### src/rtl/sample_frame_metadata_decoder_unit_defines.svh
// assertion macros shared by the sample frame metadata decoder rtl
// expects clk and rst_n in the scope of each use
`ifndef SAMPLE_FRAME_METADATA_DECODER_UNIT_DEFINES_SVH
`define SAMPLE_FRAME_METADATA_DECODER_UNIT_DEFINES_SVH

// antecedent implies consequent in the same cycle
`define SFMD_ASSERT_IMP(lbl, ante, cons, msg) \
  lbl: assert property (@(posedge clk) disable iff (!rst_n) (ante) |-> (cons)) \
    else $error(msg);

// antecedent implies consequent in the next cycle
`define SFMD_ASSERT_NXT(lbl, ante, cons, msg) \
  lbl: assert property (@(posedge clk) disable iff (!rst_n) (ante) |=> (cons)) \
    else $error(msg);

`endif

### src/rtl/sfmd_pkg.sv
// types and constants of the sample frame metadata decoder
// no dependencies
`default_nettype none

package sfmd_pkg;

  localparam int MAX_CHANNELS = 64;
  localparam int DI_LINES     = 4;
  localparam int DI_SLOTS     = 4;
  localparam int MAX_RESULTS  = 4;

  localparam logic [6:0] CH_RESET = 7'd32;
  localparam logic [6:0] CH_MIN   = 7'd2;
  localparam logic [6:0] CH_MAX   = 7'(MAX_CHANNELS);
  localparam logic [7:0] ID_BASE  = 8'h20;
  localparam logic [3:0] FRM_LAST = 4'd4;

  typedef enum logic [1:0] {
    ERR_NONE  = 2'd0,
    ERR_ID    = 2'd1,
    ERR_FRAME = 2'd2,
    ERR_SEQ   = 2'd3
  } err_t;

  typedef struct packed {
    logic [31:0]                 sample_number;
    logic [31:0]                 soft_word_one;
    logic [31:0]                 soft_word_two;
    logic [3:0]                  digital_inputs;
    err_t                        error_code;
    logic [DI_SLOTS-1:0][31:0]   edges;
    logic [47:0]                 samples_total;
    logic                        last;
  } rec_t;

  typedef struct packed {
    logic [2:0]                   cnt;
    rec_t [MAX_RESULTS-1:0]       rec;
  } load_t;

endpackage

`default_nettype wire

### src/rtl/sfmd_in_stage.sv
// input register of the decoder, holds one stream word
// uses sfmd_pkg
`default_nettype none

module sfmd_in_stage
  import sfmd_pkg::*;
(
  input  wire logic        clk,
  input  wire logic        rst_n,
  input  wire logic        in_valid,
  output logic             in_ready,
  input  wire logic [31:0] in_data_word,
  input  wire logic        take,
  output logic             word_vld,
  output logic [31:0]      word
);

  logic        vld_r, vld_nxt;
  logic [31:0] word_r;

  assign in_ready = !vld_r || take;
  assign vld_nxt  = in_ready ? in_valid : vld_r;
  assign word_vld = vld_r;
  assign word     = word_r;

  always_ff @(posedge clk) begin
    if (!rst_n) begin
      vld_r <= 1'b0;
    end else begin
      vld_r <= vld_nxt;
    end
  end

  always_ff @(posedge clk) begin
    if (in_ready && in_valid) begin
      word_r <= in_data_word;
    end
  end

endmodule

`default_nettype wire

### src/rtl/sfmd_decode.sv
// frame state, id and subframe checks, record assembly for one word
// uses sfmd_pkg and the assertion macro header
`default_nettype none

`include "sample_frame_metadata_decoder_unit_defines.svh"

module sfmd_decode
  import sfmd_pkg::*;
(
  input  wire logic        clk,
  input  wire logic        rst_n,
  input  wire logic        cfg_valid,
  input  wire logic [6:0]  cfg_channel_count,
  input  wire logic        word_vld,
  input  wire logic [31:0] word,
  input  wire logic        buf_free,
  output logic             take,
  output load_t            load
);

  logic [6:0]              ch_r;
  logic [6:0]              col_r, col_nxt;
  logic                    id_fault_r, id_fault_nxt;
  logic [2:0]              prev_r, prev_nxt;
  logic [2:0]              fill_r, fill_nxt;
  logic [31:0]             cnt_sh_r, cnt_sh_nxt;
  logic [31:0]             s1_sh_r, s1_sh_nxt;
  logic [31:0]             s2_sh_r, s2_sh_nxt;
  logic [3:0]              gdi_r [DI_SLOTS];
  logic [3:0]              pdi_r, pdi_nxt;
  logic                    pdv_r, pdv_nxt;
  logic [DI_SLOTS-1:0][31:0] edge_r, edge_nxt;
  logic [47:0]             smp_r, smp_nxt;
  logic                    halted_r, halted_nxt;

  logic [6:0]  n_eff, nm1;
  logic        is_trailer, id_bad, gdi_we;
  logic [7:0]  id;
  logic [3:0]  frm, di;
  err_t        err;
  logic [31:0] cnt_new, s1_new, s2_new;
  logic [47:0] smp_inc;

  assign n_eff = (ch_r < CH_MIN) ? CH_MIN : ((ch_r > CH_MAX) ? CH_MAX : ch_r);
  assign nm1   = n_eff - 7'd1;
  assign is_trailer = col_r >= n_eff;
  assign id    = word[7:0];
  assign frm   = word[3:0];
  assign di    = word[7:4];
  assign id_bad = ((col_r == 7'd0) && (id != ID_BASE)) ||
                  ((col_r == 7'd1) && (id != 8'(ID_BASE + 8'd1))) ||
                  ((col_r == nm1) && (id != 8'(ID_BASE + {1'b0, nm1})));
  assign cnt_new = {cnt_sh_r[23:0], word[31:24]};
  assign s1_new  = {s1_sh_r[23:0], word[23:16]};
  assign s2_new  = {s2_sh_r[23:0], word[15:8]};
  assign smp_inc = smp_r + 48'd1;

  assign take = word_vld && (halted_r || !is_trailer || buf_free);

  always_comb begin
    err = ERR_NONE;
    if (id_fault_r) begin
      err = ERR_ID;
    end else if ((frm < 4'd1) || (frm > FRM_LAST)) begin
      err = ERR_FRAME;
    end else if ((smp_r != 48'd0) && (frm != ({1'b0, prev_r} + 4'd1))) begin
      err = ERR_SEQ;
    end else if (fill_r >= 3'd4) begin
      err = ERR_SEQ;
    end
  end

  always_comb begin
    logic [3:0]               d;
    logic [3:0]               pd;
    logic                     pv;
    logic [3:0]               chg;
    logic [DI_SLOTS-1:0][31:0] acc;
    load       = '0;
    col_nxt    = col_r;
    id_fault_nxt = id_fault_r;
    prev_nxt   = prev_r;
    fill_nxt   = fill_r;
    cnt_sh_nxt = cnt_sh_r;
    s1_sh_nxt  = s1_sh_r;
    s2_sh_nxt  = s2_sh_r;
    pdi_nxt    = pdi_r;
    pdv_nxt    = pdv_r;
    edge_nxt   = edge_r;
    smp_nxt    = smp_r;
    halted_nxt = halted_r;
    gdi_we     = 1'b0;
    d          = '0;
    chg        = '0;
    pd         = pdi_r;
    pv         = pdv_r;
    acc        = edge_r;
    if (take && !halted_r) begin
      if (!is_trailer) begin
        col_nxt      = col_r + 7'd1;
        id_fault_nxt = id_fault_r || id_bad;
      end else begin
        col_nxt      = '0;
        id_fault_nxt = 1'b0;
        if (err != ERR_NONE) begin
          halted_nxt = 1'b1;
          load.cnt   = 3'd1;
          load.rec[0].error_code    = err;
          load.rec[0].edges         = edge_r;
          load.rec[0].samples_total = smp_r;
          load.rec[0].last          = 1'b1;
        end else begin
          smp_nxt    = smp_inc;
          gdi_we     = 1'b1;
          fill_nxt   = fill_r + 3'd1;
          cnt_sh_nxt = cnt_new;
          s1_sh_nxt  = s1_new;
          s2_sh_nxt  = s2_new;
          prev_nxt   = frm[2:0];
          if (frm == FRM_LAST) begin
            load.cnt = fill_r + 3'd1;
            for (int k = 0; k < MAX_RESULTS; k++) begin
              d = (3'(k) == fill_r) ? di : gdi_r[k];
              if (3'(k) <= fill_r) begin
                chg = pv ? (pd ^ d) : 4'd0;
                for (int l = 0; l < DI_SLOTS; l++) begin
                  if (l < DI_LINES) begin
                    acc[l] = acc[l] + {31'd0, chg[l]};
                  end
                end
                pd = d;
                pv = 1'b1;
                load.rec[k].sample_number  = cnt_new - {29'd0, 3'(fill_r - 3'(k))};
                load.rec[k].soft_word_one  = s1_new;
                load.rec[k].soft_word_two  = s2_new;
                load.rec[k].digital_inputs = d;
                load.rec[k].error_code     = ERR_NONE;
                load.rec[k].edges          = acc;
                load.rec[k].samples_total  = smp_inc;
                load.rec[k].last           = (3'(k) == fill_r);
              end
            end
            edge_nxt   = acc;
            pdi_nxt    = pd;
            pdv_nxt    = pv;
            fill_nxt   = '0;
            cnt_sh_nxt = '0;
            s1_sh_nxt  = '0;
            s2_sh_nxt  = '0;
            prev_nxt   = '0;
          end
        end
      end
    end
  end

  always_ff @(posedge clk) begin
    if (!rst_n) begin
      ch_r       <= CH_RESET;
      col_r      <= '0;
      id_fault_r <= 1'b0;
      prev_r     <= '0;
      fill_r     <= '0;
      cnt_sh_r   <= '0;
      s1_sh_r    <= '0;
      s2_sh_r    <= '0;
      pdi_r      <= '0;
      pdv_r      <= 1'b0;
      edge_r     <= '0;
      smp_r      <= '0;
      halted_r   <= 1'b0;
    end else begin
      if (cfg_valid) begin
        ch_r <= cfg_channel_count;
      end
      col_r      <= col_nxt;
      id_fault_r <= id_fault_nxt;
      prev_r     <= prev_nxt;
      fill_r     <= fill_nxt;
      cnt_sh_r   <= cnt_sh_nxt;
      s1_sh_r    <= s1_sh_nxt;
      s2_sh_r    <= s2_sh_nxt;
      pdi_r      <= pdi_nxt;
      pdv_r      <= pdv_nxt;
      edge_r     <= edge_nxt;
      smp_r      <= smp_nxt;
      halted_r   <= halted_nxt;
    end
  end

  always_ff @(posedge clk) begin
    if (gdi_we) begin
      gdi_r[fill_r[1:0]] <= di;
    end
  end

  `SFMD_ASSERT_IMP(a_halt_silent, halted_r, load.cnt == 3'd0, "records after halt")
  `SFMD_ASSERT_NXT(a_err_halts, (load.cnt != 3'd0) && (load.rec[0].error_code != ERR_NONE),
                   halted_r, "error record without halt")

endmodule

`default_nettype wire

### src/rtl/sfmd_burst_buf.sv
// result register and burst buffer, drains up to four records one a cycle while out_ready is high
// uses sfmd_pkg and the assertion macro header
`default_nettype none

`include "sample_frame_metadata_decoder_unit_defines.svh"

module sfmd_burst_buf
  import sfmd_pkg::*;
(
  input  wire logic  clk,
  input  wire logic  rst_n,
  input  wire load_t load,
  output logic       buf_free,
  output logic       out_valid,
  input  wire logic  out_ready,
  output rec_t       out_rec
);

  rec_t       slot_r [MAX_RESULTS];
  logic [2:0] cnt_r, cnt_nxt;
  logic       out_fire, do_load;

  assign out_valid = cnt_r != 3'd0;
  assign out_fire  = out_valid && out_ready;
  assign buf_free  = (cnt_r == 3'd0) || ((cnt_r == 3'd1) && out_ready);
  assign do_load   = load.cnt != 3'd0;
  assign out_rec   = slot_r[0];

  always_comb begin
    cnt_nxt = cnt_r;
    if (do_load) begin
      cnt_nxt = load.cnt;
    end else if (out_fire) begin
      cnt_nxt = cnt_r - 3'd1;
    end
  end

  always_ff @(posedge clk) begin
    if (!rst_n) begin
      cnt_r <= '0;
    end else begin
      cnt_r <= cnt_nxt;
    end
  end

  always_ff @(posedge clk) begin
    if (do_load) begin
      for (int i = 0; i < MAX_RESULTS; i++) begin
        slot_r[i] <= load.rec[i];
      end
    end else if (out_fire) begin
      for (int i = 0; i < MAX_RESULTS - 1; i++) begin
        slot_r[i] <= slot_r[i+1];
      end
    end
  end

  `SFMD_ASSERT_IMP(a_load_free, do_load, buf_free, "burst loaded over pending records")
  `SFMD_ASSERT_NXT(a_load_shows, do_load, out_valid, "loaded burst not presented")
  `SFMD_ASSERT_IMP(a_tail_last, cnt_r == 3'd1, out_rec.last, "final record without last")

endmodule

`default_nettype wire

### src/rtl/sample_frame_metadata_decoder_unit.sv
// Sample frame metadata decoder. Takes one 32-bit stream word per cycle while no trailer
// waits: channel_count data words, whose channel-id bytes in columns 0, 1 and last are
// checked, then a trailer word with subframe, DI bits and count/SEW bytes. The trailer of
// subframe 4 releases one record per buffered sample (one to four), presented one per
// cycle while out_ready is high from a four-slot output buffer; a word passes the input
// register to the decode stage, and its records are registered in the output buffer.
// Data words in the input register are always taken; only a trailer waits there while an
// earlier burst still drains. An error gives one error record and the block then
// swallows all words until reset. No clearing pass follows reset. cfg_channel_count is
// taken whenever cfg_valid is high and is used saturated to 2..64.
// uses sfmd_pkg, sfmd_in_stage, sfmd_decode, sfmd_burst_buf
`default_nettype none

module sample_frame_metadata_decoder_unit
  import sfmd_pkg::*;
(
  input  wire logic        clk,
  input  wire logic        rst_n,
  input  wire logic        cfg_valid,
  output logic             cfg_ready,
  input  wire logic [6:0]  cfg_channel_count,
  input  wire logic        in_valid,
  output logic             in_ready,
  input  wire logic [31:0] in_data_word,
  output logic             out_valid,
  input  wire logic        out_ready,
  output logic [31:0]      out_sample_number,
  output logic [31:0]      out_soft_word_one,
  output logic [31:0]      out_soft_word_two,
  output logic [3:0]       out_digital_inputs,
  output logic [1:0]       out_error_code,
  output logic [31:0]      out_edges_line0,
  output logic [31:0]      out_edges_line1,
  output logic [31:0]      out_edges_line2,
  output logic [31:0]      out_edges_line3,
  output logic [47:0]      out_samples_total,
  output logic             out_last
);

  logic        word_vld, take, buf_free;
  logic [31:0] word;
  load_t       load;
  rec_t        out_rec;

  assign cfg_ready = 1'b1;

  sfmd_in_stage u_in (
    .clk          (clk),
    .rst_n        (rst_n),
    .in_valid     (in_valid),
    .in_ready     (in_ready),
    .in_data_word (in_data_word),
    .take         (take),
    .word_vld     (word_vld),
    .word         (word)
  );

  sfmd_decode u_dec (
    .clk               (clk),
    .rst_n             (rst_n),
    .cfg_valid         (cfg_valid),
    .cfg_channel_count (cfg_channel_count),
    .word_vld          (word_vld),
    .word              (word),
    .buf_free          (buf_free),
    .take              (take),
    .load              (load)
  );

  sfmd_burst_buf u_buf (
    .clk       (clk),
    .rst_n     (rst_n),
    .load      (load),
    .buf_free  (buf_free),
    .out_valid (out_valid),
    .out_ready (out_ready),
    .out_rec   (out_rec)
  );

  assign out_sample_number  = out_rec.sample_number;
  assign out_soft_word_one  = out_rec.soft_word_one;
  assign out_soft_word_two  = out_rec.soft_word_two;
  assign out_digital_inputs = out_rec.digital_inputs;
  assign out_error_code     = out_rec.error_code;
  assign out_edges_line0    = out_rec.edges[0];
  assign out_edges_line1    = out_rec.edges[1];
  assign out_edges_line2    = out_rec.edges[2];
  assign out_edges_line3    = out_rec.edges[3];
  assign out_samples_total  = out_rec.samples_total;
  assign out_last           = out_rec.last;

endmodule

`default_nettype wire

### config.mk
export PLATFORM = sky130hd
export DESIGN_NAME = sample_frame_metadata_decoder_unit
export DESIGN_NICKNAME = d
export VERILOG_FILES = /design/src/rtl/sfmd_pkg.sv /design/src/rtl/sfmd_in_stage.sv /design/src/rtl/sfmd_decode.sv /design/src/rtl/sfmd_burst_buf.sv /design/src/rtl/sample_frame_metadata_decoder_unit.sv
export VERILOG_INCLUDE_DIRS = /design/src /design/src/rtl
export SDC_FILE = /design/constraint.sdc
export NUM_CORES = 2
export LEC_CHECK = 0
export BUFFER_PORTS_ARGS = -buffer_cell sky130_fd_sc_hd__buf_2
export CAP_MARGIN = 20
export CORE_ASPECT_RATIO = 1.75
export CORE_MARGIN = 3
export CORE_UTILIZATION = 25
export CTS_CLUSTER_DIAMETER = 40
export DETAILED_ROUTE_END_ITERATION = 12
export SKIP_LAST_GASP = 1
export SLEW_MARGIN = 20
export SYNTH_ARGS = -nofsm -noshare
export SYNTH_HDL_FRONTEND = slang
export SYNTH_SLANG_ARGS = --single-unit
### constraint.sdc
create_clock -name clk -period 49.1 [get_ports clk]
set_input_delay 9.82 -clock clk [delete_from_list [all_inputs] [get_ports clk]]
set_output_delay 9.82 -clock clk [all_outputs]
set_load 0.02 [all_outputs]
* Word level (Yosys, flattened, before mapping) *
Memories as Yosys holds them, arrays and structs flattened.
Index checks and enable logic that the tools add are counted.
Widths: inputs -> output; s select.

operators by class
  $add $sub $neg = 30
  order comparisons = 10
  equal/unequal tests = 11
  muxes and demuxes = 94
  bitwise operators = 8
  reductions and logical operators = 31

operators with widths
  cell                   number
  $mux 1119              3
  $mux 128               16
  $mux 279               7
  $mux 937               1
  $add 32x1->32          16
  $mux 179               1
  $sub 32x3->32          4
  $mux 4                 24
  $mux 24                3
  $add 48x1->48 const B  1
  $reduce_bool 48->1     1
  $mux 1                 27
  $mux 7                 3
  $ne 8x6->1 const B     2
  $xor 4x4->4            4
  $mux 3                 5
  $logic_and 1x1->1      9
  $add 6x7->8 const A    1
  $logic_or 1x1->1       8
  $mux 2                 4
  $ne 8x8->1             1
  $add 7x1->7 const B    1
  $eq 7x1->1 const B     1
  $eq 7x7->1             1
  other kinds (27)       40

word-level totals
  flip-flop bits (word level) = 311
  bits in writable memories = 1132
  word-level logic and storage cells = 205
  memories kept = 2

memory list
  name          words  bits a word  rd ports  clocked after memory_dff  write ports  line                  RTL
  u_buf.slot_r  4      279          4         0                         4            sfmd_burst_buf.sv:19  rec_t slot_r [MAX_RESULTS];
  u_dec.gdi_r   4      4            4         0                         1            sfmd_decode.sv:29     logic [3:0] gdi_r [DI_SLOTS];

* Longest topological paths before layout *
  depth after elaboration = 34
  depth in mapped cells = 35
  depth with buffers taken out = 26

* Modules after synthesis *
From an unflattened synthesis, not the netlist that was laid out.

unflattened totals
  cell total of the unflattened synthesis = 9263
  area, all modules = 95213.8 um2

modules (own cells, without submodules)
  module                              instances  cells an instance  area each (um2)  seq. area each (um2)
  sfmd_burst_buf                      1          2077               48101.1          33572.2
  sfmd_decode                         1          7147               46082.9          5985.7
  sfmd_in_stage                       1          37                 1018.5           980.9
  sample_frame_metadata_decoder_unit  1          2                  11.3             0.0

* Worst setup path before layout *
Ideal clock, no wire load.

  path type = input -> register
  start point = in out_ready
  end point = mem u_buf.slot_r[0][0] (netlist bit), enable pin
  setup time = 1361 ps
  arrival time = 30056 ps
  path slack = 17683 ps
  stages = 2
  cell sequence = and2_0 -> nand2b_1

RTL lines
  element          line                                      RTL
  start, declared  sample_frame_metadata_decoder_unit.sv:26  input wire logic out_ready,
  end, declared    sfmd_burst_buf.sv:19

* Worst setup path after layout *
  start point = in out_ready
  end point = out in_ready

on the way
  longest elaborated chain between the ends = 5

ends and longest elaborated chain
  element            line                                      RTL
  $logic_and 1x1->1  sfmd_burst_buf.sv:25                      assign buf_free = (cnt_r == 3'd0) || ((cnt_r == 3'd1) && out_ready);
  $logic_or 1x1->1   sfmd_burst_buf.sv:25
  $logic_or 1x1->1   sfmd_decode.sv:58                         assign take = word_vld && (halted_r || !is_trailer || buf_free);
  $logic_and 1x1->1  sfmd_decode.sv:58
  $logic_or 1x1->1   sfmd_in_stage.sv:21                       assign in_ready = !vld_r || take;
  end, declared      sample_frame_metadata_decoder_unit.sv:23  output logic in_ready,

Every way passes these cells.

==> qor.txt <==
Outcome -> complete, no violations
Gate Count Post-Synth -> 8972
Clock Sinks -> 1437
CP Cell Sequence -> buf_2, a21oi_1, nor2_1, nor3_1, nand2_1, buf_2
Post_cts resized -> 0
Xor-xnor portion of the synthesized cell area -> 10.0%
Max Slew Vio Count -> 0
Core area -> 335000 sq um
WL/cell -> 24.4 microns
Site Rows -> 281
Synth Area in Simple Gates -> 22.1%
Worst Skew -> 85.1 ps
#FFs+latches synth -> 1437
Top FF cell, synth -> edfxtp_1
Top-count cell post-synth -> nand2_1
Number of global-route vias before repair -> 70034
Synthesized area -> 84200 sq um
Crit-path most repeated cell -> buf_2
Mux cell area share after synthesis -> 0.634%
Overall routing resource usage -> 18.3%
Max FO, Critical Path -> 3
Drt drc -> 0
Drt initial violations -> 5783
PwrDens -> 39.7 nW/um^2
Max_cap viols -> 0
Die area -> 344000 sq um
Die Ht -> 774 microns
Nature of the critical path endpoint -> primary output
Kind of critical path -> in -> out
EDFF count, synth -> 1158
Synth warn -> 0
Synth top area share -> 41.3%
Critical Path RT -> 39280 ps
Compound-Gate Fraction of Synth Area -> 14.6%
Synth top area cells -> edfxtp_1, dfxtp_1, nand2_1
CP arrival -> 11090 ps
First-pass DRT Iterations -> 7
Remaining global-route overflow -> 0
GP Congestion -> 0.967
Post-synth cell types -> 124
Final Setup Violations -> 0
Initial Util -> 25.1%
Syn-to-layout area delta -> 13.9%
Post-Place Cell Area -> 90200 sq um
Fin Setup TNS -> 0 ps
Tmin final -> 20910 ps
Longest Clk Path Bufs -> 4
Leakage power -> 0.0299 uW
Critical path launch point type -> primary input
R2r setup slk -> 38410 ps
Critical Path Max Stage Delay -> 480 ps
Sequential area share after synthesis -> 47.9%
Synth async-reset ratio -> 0%
Post-CTS Setup Bufs -> 0
Fin crit share -> 42.6%
Nets -> 9070
Worst slew pin tran -> 1270 ps
Largest family of logic cells by synthesized area -> simple AND/OR/NAND/NOR gates
Clk slew on worst S/H paths -> 60 ps
Maximum vdd drop -> 0.0437 mV
IO Port Bufs -> 324
Clk_lat worst skew -> 880 ps
Power Total -> 3810 uW
Via density -> 5.31
First-pass GRT wire length -> 477000 microns
Post-DRT Antenna Nets -> 0
Clk root buf -> clkbuf_16
Post-DP HPWL -> 226000 microns
Die Wd -> 445 microns
Commonest cells in the netlist -> nand2_1, edfxtp_1, nor2_1
Routed Wire Length -> 329000 microns
Hold buffer count at cts -> 0
Initial antenna violation count -> 15
RSZ-0062 raised after global routing -> false
H-tree depth -> 4
Fillers -> 35430
Final count of hold timing violations -> 0
Via count -> 71575
CTS Buf Count -> 174
Crit-path slowest cell -> nor3_1
Largest net degree at the start of global routing -> 148
Slew headroom -> 14.6%
HP Class -> reg -> reg
Total I/O pin count -> 326
Yosys top cell by area -> edfxtp_1
Post-route cell area -> 95900 sq um
CTS tree -> done
Syn avg cell area -> 9.39 sq um
Max Clk Rate -> 47.8 MHz
Syn_nets -> 9089
Layout cells sized above 1 -> 10.4%
Adder-cell share of the synthesized area -> 1.12%
## per-stage QoR
step / utilization, % / std cells / setup WS [ps] / hold slack (ps)
floorplan: - / 8972 / 17680 / 446
global placement: 26.9 / 13163 / 28210 / 469
detailed placement: 26.9 / 13163 / 28200 / 476
CTS: 28.6 / 13477 / 28200 / 485
global route: 28.6 / 13484 / 28110 / 505
finish: 28.6 / 13490 / 28190 / 483
## worst paths after layout
| path | from | endpoint | depth (start not counted) |
|---|---|---|---|
| setup reg to reg | u_dec.fill_r[0] | u_buf.slot_r[3][112] | 21 |
| hold reg to reg | u_dec.prev_r[1] | u_dec.prev_r[1] | 2 |
| hold / removal | u_dec.prev_r[1] | u_dec.prev_r[1] | 2 |
| setup / recovery | out_ready | in_ready | 6 |
## flip-flops by register name, summed over array words and instances (netlist names), 3 cells and up
| name | flops |
|---|---|
| u_buf.slot_r | 1110 |
| u_dec.edge_r | 128 |
| u_dec.smp_r | 48 |
| u_in.word | 32 |
| u_dec.cnt_sh_r | 24 |
| u_dec.s1_sh_r | 24 |
| u_dec.s2_sh_r | 24 |
| u_dec.gdi_r | 16 |
| u_dec.ch_r | 7 |
| u_dec.col_r | 7 |
| u_dec.pdi_r | 4 |
| u_buf.cnt_r | 3 |
| u_dec.fill_r | 3 |
| u_dec.prev_r | 3 |
## cell usage in the layout (no fill, tap or decap), drive strengths merged, types with 30 or more instances in the layout
cell	instances
nand2	1362
edfxtp	1158
nor2	708
o21ai	680
xnor2	577
buf	475
nand3	433
xor2	376
a21oi	367
nor3	303
dfxtp	279
clkbuf	214
and3	184
a22o	181
nor4	181
nand4	168
inv	110
and2	106
or3	87
a221o	71
o31ai	70
ha	69
or4	49
clkinv	47
o211ai	42
mux2i	41
a211oi	41
or2	38
nand2b	37
and4	35
a2111oi	34
a31oi	31
o22ai	30
## metal layers
layer	routed length, microns	global-route usage [%]	vias to the layer above
li1	-	-	32791
met1	122000	20.2	35136
met2	167000	33.1	2694
met3	15900	2.01	952
met4	24300	11.9	2
met5	11	0	-
## logic make-up after synthesis
kind of cell	count (synthesis)
DFF	1437
adders and majority gates	73
and+or+nand+nor	3839
muxes	52
AOI/OAI and AO/OA	1864
other	1
xor gates and xnor gates	957
buffers and inverters	749
## worst max-delay path, delay by kind of cell
kind	cells	cell delay [ps]
and+or+nand+nor	3	780
buffers and inverters	2	340
AOI/OAI and AO/OA	1	140
## report_power, final
part / internal [uW] / leakage [uW] / switching [uW]
Clock: 735 / 0.00275 / 575
Sequential: 1670 / 0.0136 / 125
Combinational: 161 / 0.0135 / 537
Total: 2570 / 0.0299 / 1240
## layout make-up
| cell class | instances | area, sq um | area share (%) |
|---|---|---|---|
| multi-input cells | 6786 | 41200 | 43.0 |
| flip-flops and latches | 1437 | 40400 | 42.1 |
| well taps | 4386 | 5490 | 5.72 |
| clock buffers | 214 | 4680 | 4.88 |
| repair buffers | 475 | 2830 | 2.95 |
| clock inverters | 100 | 1000 | 1.05 |
| inverters | 79 | 312 | 0.325 |
| diodes | 13 | 32.5 | 0.0339 |
No activity file was read; power rests on OpenSTA's default activity.
